===== config.mk =====
export PLATFORM = sky130hd
export DESIGN_NAME = bcsa_free_map
export DESIGN_NICKNAME = d
export VERILOG_FILES = /design/src/hdl/bcsa_pkg.sv /design/src/hdl/bcsa_free_map.sv
export SDC_FILE = /design/constraint.sdc
export NUM_CORES = 2
export LEC_CHECK = 0
export BUFFER_PORTS_ARGS = -buffer_cell sky130_fd_sc_hd__buf_2
export CAP_MARGIN = 40
export CORE_MARGIN = 2
export CORE_UTILIZATION = 55
export CTS_BUF_LIST = sky130_fd_sc_hd__clkbuf_8
export DETAILED_ROUTE_END_ITERATION = 8
export HOLD_SLACK_MARGIN = 0.05
export PLACE_DENSITY = 0.75
export SLEW_MARGIN = 10
export SYNTH_ARGS = -nofsm -noshare
export SYNTH_HDL_FRONTEND = slang
export SYNTH_SLANG_ARGS = --single-unit

===== constraint.sdc =====
create_clock -name clk -period 2.1 [get_ports clk]
set_clock_uncertainty 0.2 [all_clocks]
set_input_delay 0.105 -clock clk [delete_from_list [all_inputs] [get_ports clk]]
set_output_delay 0.105 -clock clk [all_outputs]
set_load 0.02 [all_outputs]

===== src/hdl/bcsa_pkg.sv =====
// shared types, constants and helper functions for the slot allocator
`default_nettype none
package bcsa_pkg;

	localparam int NUM_CHUNKS      = 16;
	localparam int CHUNK_BITS      = 4;
	localparam int WORDS_PER_CHUNK = 8;
	localparam int WORD_SEL_BITS   = 3;
	localparam int MAP_WORD_BITS   = 32;
	localparam int MAP_DEPTH       = NUM_CHUNKS * WORDS_PER_CHUNK;
	localparam int MAP_ADDR_BITS   = CHUNK_BITS + WORD_SEL_BITS;

	localparam logic [1:0] OP_ALLOC   = 2'd0;
	localparam logic [1:0] OP_RELEASE = 2'd1;
	localparam logic [1:0] OP_DRAIN   = 2'd2;

	localparam logic [2:0] ST_OK        = 3'd0;
	localparam logic [2:0] ST_EXHAUSTED = 3'd1;
	localparam logic [2:0] ST_RANGE     = 3'd2;
	localparam logic [2:0] ST_MISALIGN  = 3'd3;
	localparam logic [2:0] ST_DOUBLE    = 3'd4;

	localparam logic [1:0] REG_SLOT_BYTES  = 2'd0;
	localparam logic [1:0] REG_CHUNK_ITEMS = 2'd1;

	typedef enum logic [3:0] {
		S_IDLE,
		S_SCAN,
		S_WREAD,
		S_WCHK,
		S_AMUL,
		S_SPAN,
		S_LIMIT,
		S_RANGE,
		S_DIVC,
		S_DIVS,
		S_RREAD,
		S_RCHK,
		S_DONE
	} bcsa_state_t;

	typedef struct packed {
		logic                     rd_en;
		logic [MAP_ADDR_BITS-1:0] rd_addr;
		logic                     wr_en;
		logic [MAP_ADDR_BITS-1:0] wr_addr;
		logic [MAP_WORD_BITS-1:0] wr_data;
		logic                     clr_all;
		logic                     clr_chunk_en;
		logic [CHUNK_BITS-1:0]    clr_chunk;
	} bcsa_map_ctl_t;

	function automatic logic [8:0] items_of(input logic [8:0] ci);
		logic [8:0] n;
		n = {ci[8:5], 5'b0};
		if (n < 9'd32) begin
			n = 9'd32;
		end
		if (n > 9'd256) begin
			n = 9'd256;
		end
		return n;
	endfunction

	function automatic logic [15:0] bytes_of(input logic [15:0] sb);
		return (sb == 16'd0) ? 16'd1 : sb;
	endfunction

	function automatic logic [4:0] lowest_set(input logic [MAP_WORD_BITS-1:0] w);
		logic [4:0] r;
		r = '0;
		for (int k = MAP_WORD_BITS - 1; k >= 0; k--) begin
			if (w[k]) begin
				r = 5'(k);
			end
		end
		return r;
	endfunction

endpackage
`default_nettype wire


===== src/hdl/bcsa_free_map.sv =====
// free bitmap memory with per-word valid bits and registered read
`default_nettype none
module bcsa_free_map (
	input  wire logic                                   clk,
	input  wire logic                                   arst_n,
	input  wire bcsa_pkg::bcsa_map_ctl_t                ctl,
	output logic [bcsa_pkg::MAP_WORD_BITS-1:0]          rd_word
);

	logic [bcsa_pkg::MAP_WORD_BITS-1:0] mem [bcsa_pkg::MAP_DEPTH];
	logic [bcsa_pkg::MAP_DEPTH-1:0]     vld_q;
	logic [bcsa_pkg::MAP_WORD_BITS-1:0] rd_data_q;
	logic                               rd_vld_q;

	always_ff @(posedge clk) begin
		if (ctl.wr_en) begin
			mem[ctl.wr_addr] <= ctl.wr_data;
		end
		if (ctl.rd_en) begin
			rd_data_q <= mem[ctl.rd_addr];
		end
	end

	always_ff @(posedge clk or negedge arst_n) begin
		if (!arst_n) begin
			vld_q    <= '0;
			rd_vld_q <= 1'b0;
		end else begin
			if (ctl.clr_all) begin
				vld_q <= '0;
			end else begin
				if (ctl.clr_chunk_en) begin
					vld_q[{ctl.clr_chunk, {bcsa_pkg::WORD_SEL_BITS{1'b0}}}
						+: bcsa_pkg::WORDS_PER_CHUNK] <= '0;
				end
				if (ctl.wr_en) begin
					vld_q[ctl.wr_addr] <= 1'b1;
				end
			end
			if (ctl.rd_en) begin
				rd_vld_q <= vld_q[ctl.rd_addr];
			end
		end
	end

	// unwritten words read as all free
	assign rd_word = rd_vld_q ? rd_data_q : '1;

endmodule
`default_nettype wire


==> impl_results.md <==
- CP endpoint kind: output port
- Final GP Congestion: 0.9024
- CTS tree: yes
- Async set or reset register ratio after synthesis: 3.030%
- CTS Buf Count: 642
- Status: complete, but fails checks
- Worst Tran Pin Value: 1.119 ns
- CORE AREA: 296500 sq um
- IO Pins: 88
- CP startpoint kind: register
- Clock Sinks: 4257
- Starting Density: 55.25%
- Drt pass-1 iters: 6
- Critical path data arrival time: 2.47 ns
- Hold Crit Class: input pin to register
- Hold_sp: ctl[0]
- Period utilisation layout: 132.0%
- Chip Height: 549.8 um
- Final hold violations: 0
- Worst-Skew Late Latency: 1.24 ns
- WS Path Type: register to output port
- Main combinational cell family by area after synthesis: multiplexers
- Cell Area, Synth: 163800 sq um
- Die Wd: 549.8 um
- Register area share after synthesis: 77.64%
- Reg2Reg Depth: 5
- Sink of the worst hold path: vld_q[82]$_DFF_PN0_
- First-pass GRT wire length: 623.4 mm
- Cell area after layout: 194500 sq um
- Final setup violation count: 331
- Final #Nets: 8769
- GRT Total Usage: 29.29%
- Fin crit period: 2.771 ns
- Post-synthesis mux area share: 17.71%
- Vias per Instance: 6.450
- Net Count, Synth: 7370
- Max Root-Sink Buffers: 4
- Area delta synth->final: 18.74%
- Power per Cell Area: 859.8 nW/um^2
- Drt total wl: 442.1 mm
- Gate Count Post-Synth: 7311
- Critical Path RT: 1.79 ns
- Place WS: -1.016 ns
- Layout cells sized above 1: 34.39%
- Initial antenna violation count: 37
- Worst R2R End: rd_data_q[13]$_DFFE_PP_
- CP max FO: 13
- Final HPWL DP: 268.7 mm
- Failing checks: setup timing
- Peak VDD IR: 699.6 uV
- Setup ws final: -0.6711 ns
- Max Fclk: 0.3609 GHz
- Post-synthesis register bit count: 4257
- Antenna-violating nets left: 0
- H-tree Lvls: 6
- Worst reg2reg setup slack: -0.37 ns
- Post-synthesis compound-gate area fraction: 1.282%
- DR iter-0 viols: 12.87k
- Vias in the first global route: 85.74k
- Max_slew headroom: 25.40%
- Unrepaired setup endpoints after global routing: yes
- Main synth FF type: edfxtp_1
- DRC Markers: 0
- Area post-placement: 179900 sq um
- Max Cap Viol: 0
- Post-DR wirelength/cell: 33.58 um
- EDFF count, synth: 4128
- XOR/XNOR Fraction of Synth Area: 0%
- Count of cell types in the netlist: 42
- PortBufs: 87
- Full die area: 302200 sq um
- Synth Area in Adders: 0.02291%
- Post-Syn Area per Cell: 22.41 sq um
- DR vias: 84.92k
- Num rows: 200
- Syn. warnings: 0
- Largest net degree at the start of global routing: 129
- Clk pin slew, worst setup/hold paths: 0.07 ns
- Pins over their slew limit: 0
- Fin Hold WS: 0.06011 ns
- R2R Path Start: mem[61][13]$_DFFE_PP_
- Simple-Gate Fraction of Synth Area: 2.113%
- Overflow after GRT: 0
- Root buf cell: clkbuf_8
- Worst Hold Depth: 7
- Pleak: 64.78 nW
[layer usage]
layer,global-route usage (%),up-vias,share of wire (%)
met2,46.47,5842,48
met3,6.244,887,12
li1,-,33670,-
met4,13.91,8,5.1
met1,39.23,44520,35
met5,0,-,0.010
[kinds of logic after synthesis]
logic type,count (synthesis)
AND/OR/NAND/NOR,750
multiplexers,1579
flip-flops,4257
adder cells (fa/ha/maj),3
buffers and inverters,399
AO/OA/AOI/OAI,323
[what timing repair did]
| action | CTS | global route |
|---|---|---|
| pin swaps | 26 | 32 |
| setup endpoints to repair | 60 | 147 |
| gates cloned | 2 | 1 |
| resized for setup | 157 | 109 |
| setup buffers | 1 | 2 |
| hold buffers | 144 | 13 |
| hold endpoints to repair | 8514 | 2680 |
[cell usage in the layout, fill, tap and decap left out, types with 33 or more instances in the layout]
cell type / netlist / layout
clkinv_2: 0 / 53
nor2_1: 246 / 125
inv_1: 20 / 230
nand2_1: 293 / 257
nand3_1: 53 / 36
dfrtp_1: 129 / 128
mux2i_1: 521 / 469
mux4_2: 1055 / 1055
dlygate4sd3_1: 0 / 129
clkbuf_8: 0 / 650
mux2i_2: 0 / 39
a21oi_1: 126 / 125
diode_2: 0 / 33
clkinv_1: 0 / 143
nor2_4: 0 / 113
a22oi_1: 163 / 129
edfxtp_1: 4128 / 4128
buf_4: 80 / 531
nand4_1: 43 / 43
buf_12: 0 / 406
a22oi_2: 0 / 34
[power breakdown]
| group | internal [W] | switching [W] | total (W) |
|---|---|---|---|
| logic | 0.00445 | 0.00590 | 0.0104 |
| clock network | 0.0310 | 0.0320 | 0.0631 |
| registers | 0.0936 | 0.000234 | 0.0938 |
| total | 0.129 | 0.0382 | 0.167 |
[worst max-delay path, cell delays in order, from the launching register on]
cell      delay (ns)
edfxtp_1        0.89
nand2b_1        0.20
buf_4           0.14
[area by class of cell]
cell class	instances	area (sq um)
Sequential cell	4257	127200
Fill cell	17890	102000
Multi-Input combinational cell	2655	36430
Timing Repair Buffer	1134	14110
Clock buffer	650	8946
Tap cell	3939	4928
Clock inverter	479	2746
Antenna cell	33	82.58
Inverter	20	80.08
[state kept, by name, indices dropped and copies added, names as in the netlist]
register and flops:
rd_vld_q 1, vld_q 128, rd_data_q 32, mem 4096
[worst max path at each step]
stage | to | start
6_report | rd_word[13] | rd_data_q[13]$_DFFE_PP_
3_3_place_gp | rd_data_q[13]$_DFFE_PP_ | ctl[46]
2_1_floorplan | mem[73][0]$_DFFE_PP_ | ctl[41]
5_1_grt | rd_word[13] | rd_data_q[13]$_DFFE_PP_
3_5_place_dp | rd_data_q[16]$_DFFE_PP_ | ctl[46]
4_1_cts | rd_word[13] | rd_data_q[13]$_DFFE_PP_
[metrics by stage]
stage / TNS (ns) / total power, W / utilization [%] / std cells
after floorplan: -338.32 / 0.09998 / - / 7311
after global placement: -28.18 / 0.1049 / 60.66 / 11850
after detailed placement: -35.16 / 0.1051 / 60.66 / 11850
after CTS: -42.08 / 0.1676 / 65.37 / 13130
after global routing: -31.60 / 0.1717 / 65.59 / 13160
final: -31.82 / 0.1672 / 65.60 / 13170
[synthesized netlist by cell type (3+ instances only)]
library cell	instances	area, sq um
a21o_1	3	22.52
a21oi_1	126	630.6
a22oi_1	163	1224
buf_1	60	225.2
buf_2	104	520.5
buf_4	80	600.6
buf_6	13	146.4
clkbuf_1	122	457.9
dfrtp_1	129	3228
edfxtp_1	4128	124000
ha_1	3	37.54
inv_1	20	75.07
mux2i_1	521	5215
mux4_2	1055	23760
nand2_1	293	1100
nand2b_1	44	275.3
nand3_1	53	265.3
nand4_1	43	269.0
nor2_1	246	923.4
nor2b_1	14	87.58
nor3_1	14	70.07
nor4_1	5	31.28
nor4_2	32	400.4
o21ai_0	16	80.08
(Power assumes the default switching activity.)
